[src/design/mdbd_pkg.sv]
// ----------------------------------------------------------------------------
// mdbd_pkg
// Shared constants and codes of the motion direction break detector.
// ----------------------------------------------------------------------------
package mdbd_pkg;

  // Default sizing of the window store and of the reference span
  localparam int unsigned MAX_SAMPLES_DEF = 256;
  localparam int unsigned REF_FRAMES_DEF  = 5;

  // Serial multiplier digit width, in bits of the multiplier operand per cycle
  localparam int unsigned MUL_DIGIT = 8;

  // Coordinate and configuration widths
  localparam int unsigned XY_W      = 16;
  localparam int unsigned CFG_W     = 30;
  localparam int unsigned CFG_IDX_W = 2;
  localparam int unsigned MIN_SQ_W  = 30;
  localparam int unsigned COS_W     = 16;
  localparam int unsigned HOLD_W    = 8;
  localparam int unsigned IDX_OUT_W = 8;

  // The cosine threshold is Q1.15, so its square carries 30 fraction bits
  localparam int unsigned COS_SQ_SHIFT = 30;

  localparam logic [HOLD_W-1:0] HOLD_MIN = HOLD_W'(1);

  // Configuration register indices
  localparam logic [CFG_IDX_W-1:0] CFG_HAND     = 2'd0;
  localparam logic [CFG_IDX_W-1:0] CFG_MIN_STEP = 2'd1;
  localparam logic [CFG_IDX_W-1:0] CFG_COS      = 2'd2;
  localparam logic [CFG_IDX_W-1:0] CFG_HOLD     = 2'd3;

  typedef enum logic [1:0] {
    STAT_BREAK   = 2'd0,
    STAT_NONE    = 2'd1,
    STAT_INVALID = 2'd2,
    STAT_NOREF   = 2'd3
  } status_e;

endpackage

[src/design/mdbd_mul.sv]
// ----------------------------------------------------------------------------
// mdbd_mul
// Unsigned digit-serial multiplier: one digit of b per cycle, most
// significant digit first, product held until the next start.
// ----------------------------------------------------------------------------
module mdbd_mul import mdbd_pkg::*; #(
  parameter int unsigned A_W = 32,
  parameter int unsigned B_W = 32
) (
  input  logic               clk_i,
  input  logic               rst_ni,
  input  logic               start_i,
  input  logic [A_W-1:0]     a_i,
  input  logic [B_W-1:0]     b_i,
  output logic               busy_o,
  output logic [A_W+B_W-1:0] p_o
);

  localparam int unsigned NSTEP = (B_W + MUL_DIGIT - 1) / MUL_DIGIT;
  localparam int unsigned BP_W  = NSTEP * MUL_DIGIT;
  localparam int unsigned P_W   = A_W + B_W;
  localparam int unsigned S_W   = $clog2(NSTEP + 1);
  localparam int unsigned PP_W  = A_W + MUL_DIGIT;

  logic             busy_q;
  logic [S_W-1:0]   step_q;
  logic [A_W-1:0]   a_q;
  logic [BP_W-1:0]  b_q;
  logic [P_W-1:0]   acc_q;
  logic [P_W-1:0]   acc_d;
  logic [PP_W-1:0]  pp;

  assign pp    = a_q * b_q[BP_W-1 -: MUL_DIGIT];
  assign acc_d = (acc_q << MUL_DIGIT) + P_W'(pp);

  always_ff @(posedge clk_i or negedge rst_ni) begin
    if (!rst_ni) begin
      busy_q <= 1'b0;
      step_q <= '0;
    end else if (start_i) begin
      busy_q <= 1'b1;
      step_q <= S_W'(NSTEP);
    end else if (busy_q) begin
      step_q <= step_q - S_W'(1);
      if (step_q == S_W'(1)) begin
        busy_q <= 1'b0;
      end
    end
  end

  always_ff @(posedge clk_i) begin
    if (start_i) begin
      a_q   <= a_i;
      b_q   <= BP_W'(b_i);
      acc_q <= '0;
    end else if (busy_q) begin
      acc_q <= acc_d;
      b_q   <= b_q << MUL_DIGIT;
    end
  end

  assign busy_o = busy_q;
  assign p_o    = acc_q;

endmodule

[config.mk]
export PLATFORM = sky130hd
export DESIGN_NAME = mdbd_mul
export DESIGN_NICKNAME = d
export VERILOG_FILES = /design/src/design/mdbd_pkg.sv /design/src/design/mdbd_mul.sv
export SDC_FILE = /design/constraint.sdc
export NUM_CORES = 1
export LEC_CHECK = 0
export BUFFER_PORTS_ARGS = -buffer_cell sky130_fd_sc_hd__clkbuf_2
export CAP_MARGIN = 20
export CORE_MARGIN = 2
export CORE_UTILIZATION = 45
export DETAILED_ROUTE_END_ITERATION = 16
export SLEW_MARGIN = 20
export SYNTH_ARGS = -nofsm -noshare
export SYNTH_HDL_FRONTEND = slang
export SYNTH_SLANG_ARGS = --single-unit
[constraint.sdc]
create_clock -name clk_i -period 5.9 [get_ports clk_i]
set_input_delay 0.295 -clock clk_i [delete_from_list [all_inputs] [get_ports clk_i]]
set_output_delay 0.295 -clock clk_i [all_outputs]
set_load 0.03 [all_outputs]
Word level (Yosys, flattened, before mapping)

Index checks and enable logic that the tools add are counted.

Flip-flop bits (word level): 132
Input bits: 67
Output and inout bits: 65
Word-level logic and storage cells: 17

$add $sub $neg: 2
$mul: 1
Equality and inequality tests: 1
Mux-type cells: 7
Reduce and logical (&&, ||, !) cells: 1

Operators with widths:

| kind                                                               | number |
|---|---|
| 64-bit by 40-bit adder with 64-bit output                          | 1 |
| 32-bit 2-to-1 mux                                                  | 2 |
| 32-bit by 8-bit multiplier with 40-bit output                      | 1 |
| 3-bit 2-to-1 mux                                                   | 2 |
| 3-bit by 1-bit == test with 1-bit output, second input constant    | 1 |
| 1-bit 2-to-1 mux                                                   | 3 |
| 3-bit by 1-bit subtractor with 3-bit output, second input constant | 1 |
| 2-bit nonzero test                                                 | 1 |

Longest topological paths before layout

Gate-level depths: netlist of the first run.

Depth after elaboration: 4
Gate-level depth with buffers: 21
Gate-level depth less buffers: 18

Worst setup path after synthesis of the first run

OpenSTA, ideal clock, no wires.

Path type: flip-flop to flip-flop
Start point: reg b_q[24]
End point: reg acc_q[62], in the netlist p_o[62]
Setup time: 0.091 ns
Arrival: 5.065 ns
Data required time: 5.809 ns
Slack: 0.744 ns
Stages on the path, launching flop included: 20
Buffers on the path: 2
Clock period less this slack: 5.156 ns
Cells stage by stage: edfxtp_1 -> clkbuf_1 -> nand2_1 -> fa_1 -> inv_1 -> fa_1 -> fa_1 -> inv_1 -> fa_1 -> inv_1 -> ha_1 -> buf_6 -> a21o_1 -> a311oi_2 -> a21oi_2 -> nor2_1 -> o41a_4 -> o31a_1 -> or4_1 -> a311oi_1

Longest elaborated chain between the ends: 2

Ends and longest elaborated chain:

| item                                          | line           | text |
|---|---|---|
| start, declared                               | mdbd_mul.sv:28 | `logic [BP_W-1:0] b_q;` |
| start signal, assigned                        | mdbd_mul.sv:54 | `b_q <= BP_W'(b_i);` |
| start signal, assigned                        | mdbd_mul.sv:58 | `b_q <= b_q << MUL_DIGIT;` |
| 32-bit by 8-bit multiplier with 40-bit output | mdbd_mul.sv:33 | `assign pp = a_q * b_q[BP_W-1 -: MUL_DIGIT];` |
| 64-bit by 40-bit adder with 64-bit output     | mdbd_mul.sv:34 | `assign acc_d = (acc_q << MUL_DIGIT) + P_W'(pp);` |
| end signal, assigned                          | mdbd_mul.sv:55 | `acc_q <= '0;` |
| end signal, assigned                          | mdbd_mul.sv:57 | `acc_q <= acc_d;` |
| end, declared                                 | mdbd_mul.sv:29 | `logic [P_W-1:0] acc_q;` |

No other way between the ends.
A chain may end at the register's enable or synchronous reset.

Worst setup path in the final report of the first run

Start point: reg b_q[26]
End point: reg acc_q[34], in the netlist p_o[34]

The elaborated chain is that of the path after synthesis.

==> results of run 1 <==
[stage by stage]
step / utilization (%) / cell area (um^2) / setup WS [ns] / cells
floorplan: - / 14300 / 0.744 / 1514
global route: 52.2 / 16400 / 0.0675 / 2074
global placement: 49.5 / 15600 / 0.452 / 2018
detailed placement: 49.5 / 15600 / 0.361 / 2018
CTS: 52.2 / 16400 / 0.358 / 2074
finish: 52.2 / 16400 / 0.371 / 2074
[state kept, by name, summed over array words and instances (netlist names)]
signal and cells:
b_q 32, a_q 32, p_o 64, busy_o 1, step_q 3
[cell families after synthesis]
group / count (synthesis) / synth area share (%)
and+or+nand+nor: 510 / 18.5
buffers and inverters: 325 / 8.62
adders and majority gates: 281 / 35.5
AOI/OAI and AO/OA: 195 / 9.44
DFF: 132 / 23.0
muxes: 40 / 3.00
xor gates and xnor gates: 31 / 1.89
[metal layers]
metal / GRT usage (%) / up-vias / share of wire, %
met5: 0 / - / 0
met4: 6.29 / 0 / 1.7
met3: 3.29 / 43 / 5.3
met2: 39.4 / 344 / 48
met1: 32.8 / 5574 / 45
li1: - / 5164 / -
[synthesized netlist by cell type (12+ instances only)]
master / n
xnor2_1: 21
nand2_1: 131
a21o_1: 13
a21oi_1: 45
ha_1: 70
mux2_2: 24
dfxtp_1: 64
fa_1: 211
inv_1: 264
edfxtp_1: 64
clkbuf_1: 52
mux2i_1: 16
o21ai_0: 26
and2_1: 206
nand3_1: 40
nor2_1: 62
nor3_1: 18
o21a_1: 12
[timing repair]
action	4_1_cts	5_1_grt
hold endpoints to repair	27	0
endpoints found under the setup margin	0	0
hold buffers	24	0
[cell type report]
type | count | area (um^2)
Clock buffer | 18 | 429
Clock inverter | 14 | 186
Fill cell | 2961 | 15000
Inverter | 266 | 998
Multi-Input combinational cell | 1057 | 9810
Sequential cell | 132 | 3300
Tap cell | 402 | 503
Timing Repair Buffer | 185 | 1210
[worst paths after layout]
path                            depth (start not counted)    start         to  slack [ns]
worst max register to register                         18  b_q[26]    p_o[34]        0.37
worst min-delay path                                    1  a_i[30]    a_q[30]        0.03
max in group asynchronous                               2   rst_ni     busy_o        5.57
worst min register to register                          2  p_o[23]    p_o[23]        0.48
worst max-delay path                                   18  b_q[26]    p_o[34]        0.37
min in group asynchronous                               2   rst_ni  step_q[0]        0.19
[worst max-delay path: stages, from the launching register on]
cell,delay (ns)
edfxtp_1,0.41
buf_12,0.19
and2_1,0.20
fa_1,0.50
fa_1,0.51
fa_1,0.50
inv_1,0.06
fa_1,0.54
inv_1,0.04
ha_1,0.38
a21oi_1,0.32
o21a_1,0.19
nor3_1,0.05
a2111oi_0,0.35
o21ai_1,0.28
a211oi_1,0.31
buf_4,0.18
xnor2_1,0.19
o22ai_1,0.14
==> results_dict.tcl, run 1 <==
set metrics [dict create \
    status "complete, no violations" \
    drt-vias-per-instance 5.36 \
    syn2layout_area_growth_pct 14.6 \
    grt_max_degree 67 \
    finClkSkew_ns 0.0142 \
    synth_edf_count 64 \
    wl_per_cell_um 18.0 \
    slew_violations 0 \
    h-tree-depth 4 \
    hold_viol 0 \
    vias 11125 \
    numPortBuffers 131 \
    syn_area_per_cell_um2 9.48 \
    yosysSeqAreaShare_pct 23.0 \
    fp.dieW_um 183 \
    diodes 0 \
    synth_nets 1862 \
    hp-class "input pin to flop" \
    postSynthCellCount 1514 \
    crit_fanout 32 \
    setup_viol 0 \
    netlist-cell-type-count 69 \
    drt_iter0_markers 737 \
    synthArstFlopShare_pct 3.03 \
    rows 65 \
    tritoncts "built" \
    setup_tns_ns 0 \
    wl_um 37300 \
    grt_antenna_before_repair 0 \
    yosys.area.top_type "fa_1" \
    holdWs_ns 0.0252 \
    clock_latency_ns 0.46 \
    drc 0 \
    max_cap_violations 0 \
    grt_pass1_wl_um 61500 \
    fp.dieArea_um2 33300 \
    cts_resized 0 \
    io_pins 132 \
    period_share_pct 93.7 \
    clk_pin_slew_ns 0.06 \
    period_needed_ns 5.53 \
    cts_buffers 17 \
    cts_root_buf "clkbuf_16" \
    final_cell_mix "inv_1 (264), fa_1 (211), and2_1 (206)" \
    ys_warn_count 0 \
    place_hpwl_um 28100 \
    grt_pass1_vias 11460 \
    crit_path_end_kind "flop" \
    place_congestion 0.880 \
    post-cts-setup-buffers 0 \
    arrival_ns 5.84 \
    relSlewSlack_pct 38.4 \
    critPathKind "flop to flop" \
    final_common_cell "inv_1" \
    clockBufferDepth 2 \
    nets 2007 \
    antenna_left 0 \
    synth_top_area_share_pct 29.4 \
    syn_area_um2 14300 \
    synth_flop_cell "edfxtp_1" \
    grt_overflow_total 0 \
    synth_area_leaders "fa_1 (29%), edfxtp_1 (13%), and2_1 (9.0%), dfxtp_1 (8.9%), inv_1 (6.9%)" \
    crit_path_start_kind "flop" \
    ys_ff_latch 132 \
    start_util_pct 45.6 \
    fp.dieH_um 183 \
    rsz0062_at_grt "no" \
    drtPass1Iterations 7 \
    grt_use_total_pct 23.8 \
    fmax_mhz 181 \
    worst_slew_pin_slew_ns 0.923 \
    cp.required_ns 6.21 \
    drive_above_1_share_pct 13.7 \
    coreArea_um2 31500 \
    cts_sinks 132 \
]
Power of run 1 is left out: the tool's default activity adds up to more than one toggle a clock period on the data nets, which glitch-free logic cannot reach.
==> run 2: changes to the inputs <==
Settings changed: ABC_AREA set to 1, CTS_CLUSTER_SIZE set to 25, HOLD_SLACK_MARGIN set to 0.08.
==> results_dict.tcl, run 2 <==
set metrics [dict create \
    status "complete, no violations" \
    largest_reg_flops 64 \
    final_common_cell "nand2_1" \
    synth_mux_area_share_pct 0 \
    setup_tns_ns 0 \
    crit_path_end_kind "flop" \
    nets 2855 \
    final_cell_mix "nand2_1 (766), inv_1 (704), fa_1 (211)" \
    yosysMostFrequentCell "nand2_1" \
    netlist-cell-type-count 40 \
    wl_met2_um 21700 \
    tritoncts "built" \
    critPathKind "flop to flop" \
    synth_top_family_by_area "adder cells" \
    relSlewSlack_pct 29.8 \
    fillers 3659 \
    io_pins 132 \
    grt_overflow_total 0 \
    grt_antenna_before_repair 0 \
    syn_area_um2 16500 \
    hold_buffers 38 \
    synth_area_leaders "fa_1 (26%), nand2_1 (17%), inv_1 (16%), edfxtp_1 (12%), dfxtp_1 (7.8%)" \
    synth_edf_count 64 \
    numPortBuffers 131 \
    cts_resized 0 \
    rrSetupSlack_ns 0.67 \
    clk_pin_slew_ns 0.07 \
    period_needed_ns 5.23 \
    cp_cell_sequence "buf_12 -> nand2_1 -> inv_1 -> fa_1 -> fa_1 -> fa_1 -> inv_1 -> fa_1 -> inv_1 -> ha_1 -> nand2_1 -> inv_1 -> nand2_1 -> nor2_1 -> nand4_1 -> nand3_1 -> nand2_1 -> nand3_1 -> nand2_1 -> o21a_1" \
    yosys.area.top_type "fa_1" \
    cp_slowest_cell "edfxtp_1" \
    syn2layout_area_growth_pct 12.0 \
    grt_max_degree 65 \
    fp.dieW_um 196 \
    wl_um 49100 \
    final_util_pct 50.9 \
    drt-vias-per-instance 4.77 \
    coreArea_um2 36300 \
    crit_path_max_incr_delay_ns 0.64 \
    cp_common_cell "nand2_1" \
    synthSimpleGateAreaFrac_pct 25.5 \
    worst_slew_pin_slew_ns 1.05 \
    cts_buffers 17 \
    synth-adder-area-share_pct 30.9 \
    diodes 0 \
    wl_met1_um 22300 \
    synth_xor_area_share_pct 1.11 \
    drt_iter0_markers 935 \
    hold_viol 0 \
    period_share_pct 88.6 \
    grt_use_total_pct 27.3 \
    setup_viol 0 \
    start_util_pct 45.4 \
    cp.required_ns 6.26 \
    r2r_start "b_q[26]" \
    drtPass1Iterations 5 \
    clockBufferDepth 2 \
    fmax_mhz 191 \
    cts_root_buf "clkbuf_16" \
    grt_pass1_wl_um 79600 \
    hp-class "input pin to flop" \
    arrival_ns 5.59 \
    hold_depth 3 \
    ys_warn_count 0 \
    vias 14262 \
    min_to "b_q[6]" \
    drc 0 \
    reg2reg_to "p_o[40]" \
    met3_wirelength_um 3440 \
    hp-start "b_i[6]" \
    post-cts-setup-buffers 0 \
    rows 70 \
    drive_above_1_share_pct 9.09 \
    yosysSeqAreaShare_pct 20.0 \
    synthArstFlopShare_pct 3.03 \
    worstRegToRegCells 20 \
    finClkSkew_ns 0.0177 \
    crit_fanout 23 \
    slew_violations 0 \
    pre_cts_slack_ns 0.740 \
    synthTopCellsByCount "nand2_1 (766), inv_1 (705), fa_1 (211), nor2_1 (110), nand3_1 (87)" \
    synth_top_area_share_pct 25.6 \
    synth_nets 2732 \
    clock_latency_ns 0.47 \
    synth-compound-area-share_pct 4.20 \
    postSynthCellCount 2384 \
    grt_pass1_vias 14703 \
    fp.dieH_um 196 \
    fp.dieArea_um2 38200 \
    max_cap_violations 0 \
    cts_sinks 132 \
    syn_area_per_cell_um2 6.93 \
    place_hpwl_um 39800 \
    ys_ff_latch 132 \
    top_layer "met4" \
    h-tree-depth 4 \
    synth_flop_cell "edfxtp_1" \
    setup_slack_ns 0.674 \
    crit_path_start_kind "flop" \
    wl_per_cell_um 16.4 \
    place_congestion 0.966 \
    rsz0062_at_grt "no" \
    antenna_left 0 \
]
-- run 2: cell count changes in the layout (fill, tap and decap cells not counted), sizes merged, moves of 14 or more --
cell | before | now
nor2 | 62 | 125
and2 | 206 | 2
inv | 273 | 722
mux2i | 16 | 0
dlygate4sd3 | 24 | 38
buf | 31 | 16
nand3 | 40 | 90
mux2 | 24 | 0
nand2 | 131 | 776
-- run 2: cell families after synthesis --
kind of cell | after synthesis
AOI/OAI and AO/OA | 123
and+or+nand+nor | 1031
adders and majority gates | 281
buffers and inverters | 796
DFF | 132
xor gates and xnor gates | 21
-- run 2: final cells by class --
type	count	area [um^2]	area share [%]
Clock buffer	17	425	2.30
Clock inverter	15	135	0.730
Inverter	716	2690	14.5
Multi-Input combinational cell	1456	10200	55.1
Sequential cell	132	3300	17.9
Tap cell	468	586	3.16
Timing Repair Buffer	184	1180	6.36
-- run 2: per-layer routing --
metal / vias up / GRT usage, %
li1: 7072 / -
met1: 6668 / 36.4
met2: 438 / 43.1
met3: 84 / 6.70
met4: 0 / 9.98
met5: - / 0
-- run 2: worst max-delay path: cells and delay by family, from the launching register on --
kind	cells	cell delay, ns
compound gates	1	0.18
simple gates	9	1.28
buf+inv	5	0.52
fa+ha+maj	5	2.51
flops	1	0.64
-- run 2: metrics by stage --
step	hold WS, ns	instance area [um^2]	std cells
global placement	0.108	17600	2918
finish	0.102	18500	2988
global route	0.102	18500	2988
floorplan	-0.000591	16500	2384
CTS	0.0806	18500	2988
detailed placement	0.111	17600	2918
-- run 2: worst max-delay path by stage --
stage / from / to / slack, ns / cells past startpoint
floorplan: b_q[31] / p_o[26] / 1.54 / 21
global placement: b_q[26] / p_o[40] / 0.73 / 20
detailed placement: b_q[26] / p_o[40] / 0.74 / 20
CTS: b_q[26] / p_o[40] / 0.72 / 20
global route: a_q[0] / p_o[45] / 0.46 / 23
finish: b_q[26] / p_o[40] / 0.67 / 20
Power of run 2 is left out for the same reason.
==> run 3: changes to the inputs <==
--- a/config.mk
+++ b/config.mk
@@ -14,4 +14,5 @@
 export DETAILED_ROUTE_END_ITERATION = 16
 export HOLD_SLACK_MARGIN = 0.08
+export SKIP_LAST_GASP = 1
 export SLEW_MARGIN = 20
 export SYNTH_ARGS = -nofsm -noshare
==> constraint.sdc (replaced) <==
create_clock -name clk_i -period 5.9 [get_ports clk_i]
set_input_delay 0.885 -clock clk_i [delete_from_list [all_inputs] [get_ports clk_i]]
set_output_delay 0.885 -clock clk_i [all_outputs]
set_load 0.03 [all_outputs]
==> results_dict.tcl, run 3 (synthesized netlist as in run 2, its figures left out) <==
set metrics [dict create \
    slew_violations 0 \
    rows 70 \
    holdWs_ns 0.223 \
    final_util_pct 49.9 \
    finClkSkew_ns 0.0175 \
    wl_um 48600 \
    drive_above_1_share_pct 9.23 \
    fp.dieW_um 196 \
    syn2layout_area_growth_pct 9.74 \
    grt_antenna_before_repair 0 \
    post-cts-setup-buffers 0 \
    dp_cells 2918 \
    relSlewSlack_pct 30.3 \
    drtPass1Iterations 5 \
    grt_use_total_pct 27.0 \
    fmax_mhz 192 \
    numPortBuffers 131 \
    grt_pass1_vias 14513 \
    crit_path_end_kind "flop" \
    wl_per_cell_um 16.5 \
    hold_buffers 0 \
    coreArea_um2 36300 \
    rsz0062_at_grt "no" \
    grt_max_degree 65 \
    fp.dieH_um 196 \
    max_cap_violations 0 \
    grt_overflow_total 0 \
    start_util_pct 45.4 \
    diodes 0 \
    drc 0 \
    place_congestion 0.966 \
    final_cell_mix "nand2_1 (766), inv_1 (704), fa_1 (211)" \
    cts_buffers 17 \
    final_common_cell "nand2_1" \
    arrival_ns 5.58 \
    clockBufferDepth 2 \
    hold_viol 0 \
    hp-class "input pin to async pin" \
    final_cells 2950 \
    drt_iter0_markers 853 \
    crit_path_start_kind "flop" \
    cp.required_ns 6.26 \
    period_share_pct 88.4 \
    setup_tns_ns 0 \
    fillers 3683 \
    clk_pin_slew_ns 0.08 \
    tritoncts "built" \
    antenna_left 0 \
    grt_pass1_wl_um 79000 \
    clock_latency_ns 0.47 \
    status "complete, no violations" \
    critPathKind "flop to flop" \
    nets 2817 \
    place_hpwl_um 39800 \
    h-tree-depth 4 \
    crit_fanout 23 \
    vias 14110 \
    cts_sinks 132 \
    drt-vias-per-instance 4.78 \
    worst_slew_pin_slew_ns 1.04 \
    period_needed_ns 5.22 \
    io_pins 132 \
    fp.dieArea_um2 38200 \
    cts_root_buf "clkbuf_16" \
    largest_reg_flops 64 \
    setup_viol 0 \
    cts_resized 0 \
]
[run 3: final timing paths]
| kind | cells after the start | end | start | slack, ns |
|---|---|---|---|---|
| max in group asynchronous | 1 | busy_o | rst_ni | 5.54 |
| worst max-delay path | 20 | p_o[40] | b_q[26] | 0.68 |
| worst min register to register | 1 | step_q[2] | step_q[2] | 0.51 |
| worst min-delay path | 1 | step_q[2] | rst_ni | 0.22 |
| min in group clk_i | 1 | step_q[2] | step_q[2] | 0.51 |
| worst max register to register | 20 | p_o[40] | b_q[26] | 0.68 |
[run 3: layout make-up]
class                   count  area (um^2)  share of cell area, %
clock buffers              17          425                   2.35
clock inverters            15          135                  0.746
inverters                 716         2690                   14.8
multi-input cells        1456        10200                   56.2
flip-flops and latches    132         3300                   18.2
well taps                 468          586                   3.23
repair buffers            146          796                   4.39
[run 3: routing by layer]
layer	part of all wire (%)	vias to the layer above	global-route usage [%]
li1	-	6999	-
met1	46	6584	36.4
met2	44	437	42.5
met3	7.1	90	6.51
met4	3.3	0	9.98
met5	0	-	0
[run 3: metrics by stage]
| step | setup slack (ns) | instance area (um^2) |
|---|---|---|
| 2_1_floorplan | 1.54 | 16500 |
| 3_3_place_gp | 0.729 | 17600 |
| 3_5_place_dp | 0.740 | 17600 |
| 4_1_cts | 0.721 | 18100 |
| 5_1_grt | 0.456 | 18100 |
| 6_report | 0.683 | 18100 |
[run 3: worst max-delay path, cell delays in order, from the launching register on]
cell and delay (ns):
edfxtp_1 0.64, buf_12 0.27, nand2_1 0.08, inv_1 0.06, fa_1 0.51, fa_1 0.55, fa_1 0.51, inv_1 0.06
fa_1 0.50, inv_1 0.05, ha_1 0.37, nand2_1 0.13, inv_1 0.09, nand2_1 0.07, nor2_1 0.29, nand4_1 0.23
nand3_1 0.27, nand2_1 0.12, nand3_1 0.08, nand2_1 0.05, o21a_1 0.18
Power of run 3 is left out for the same reason.
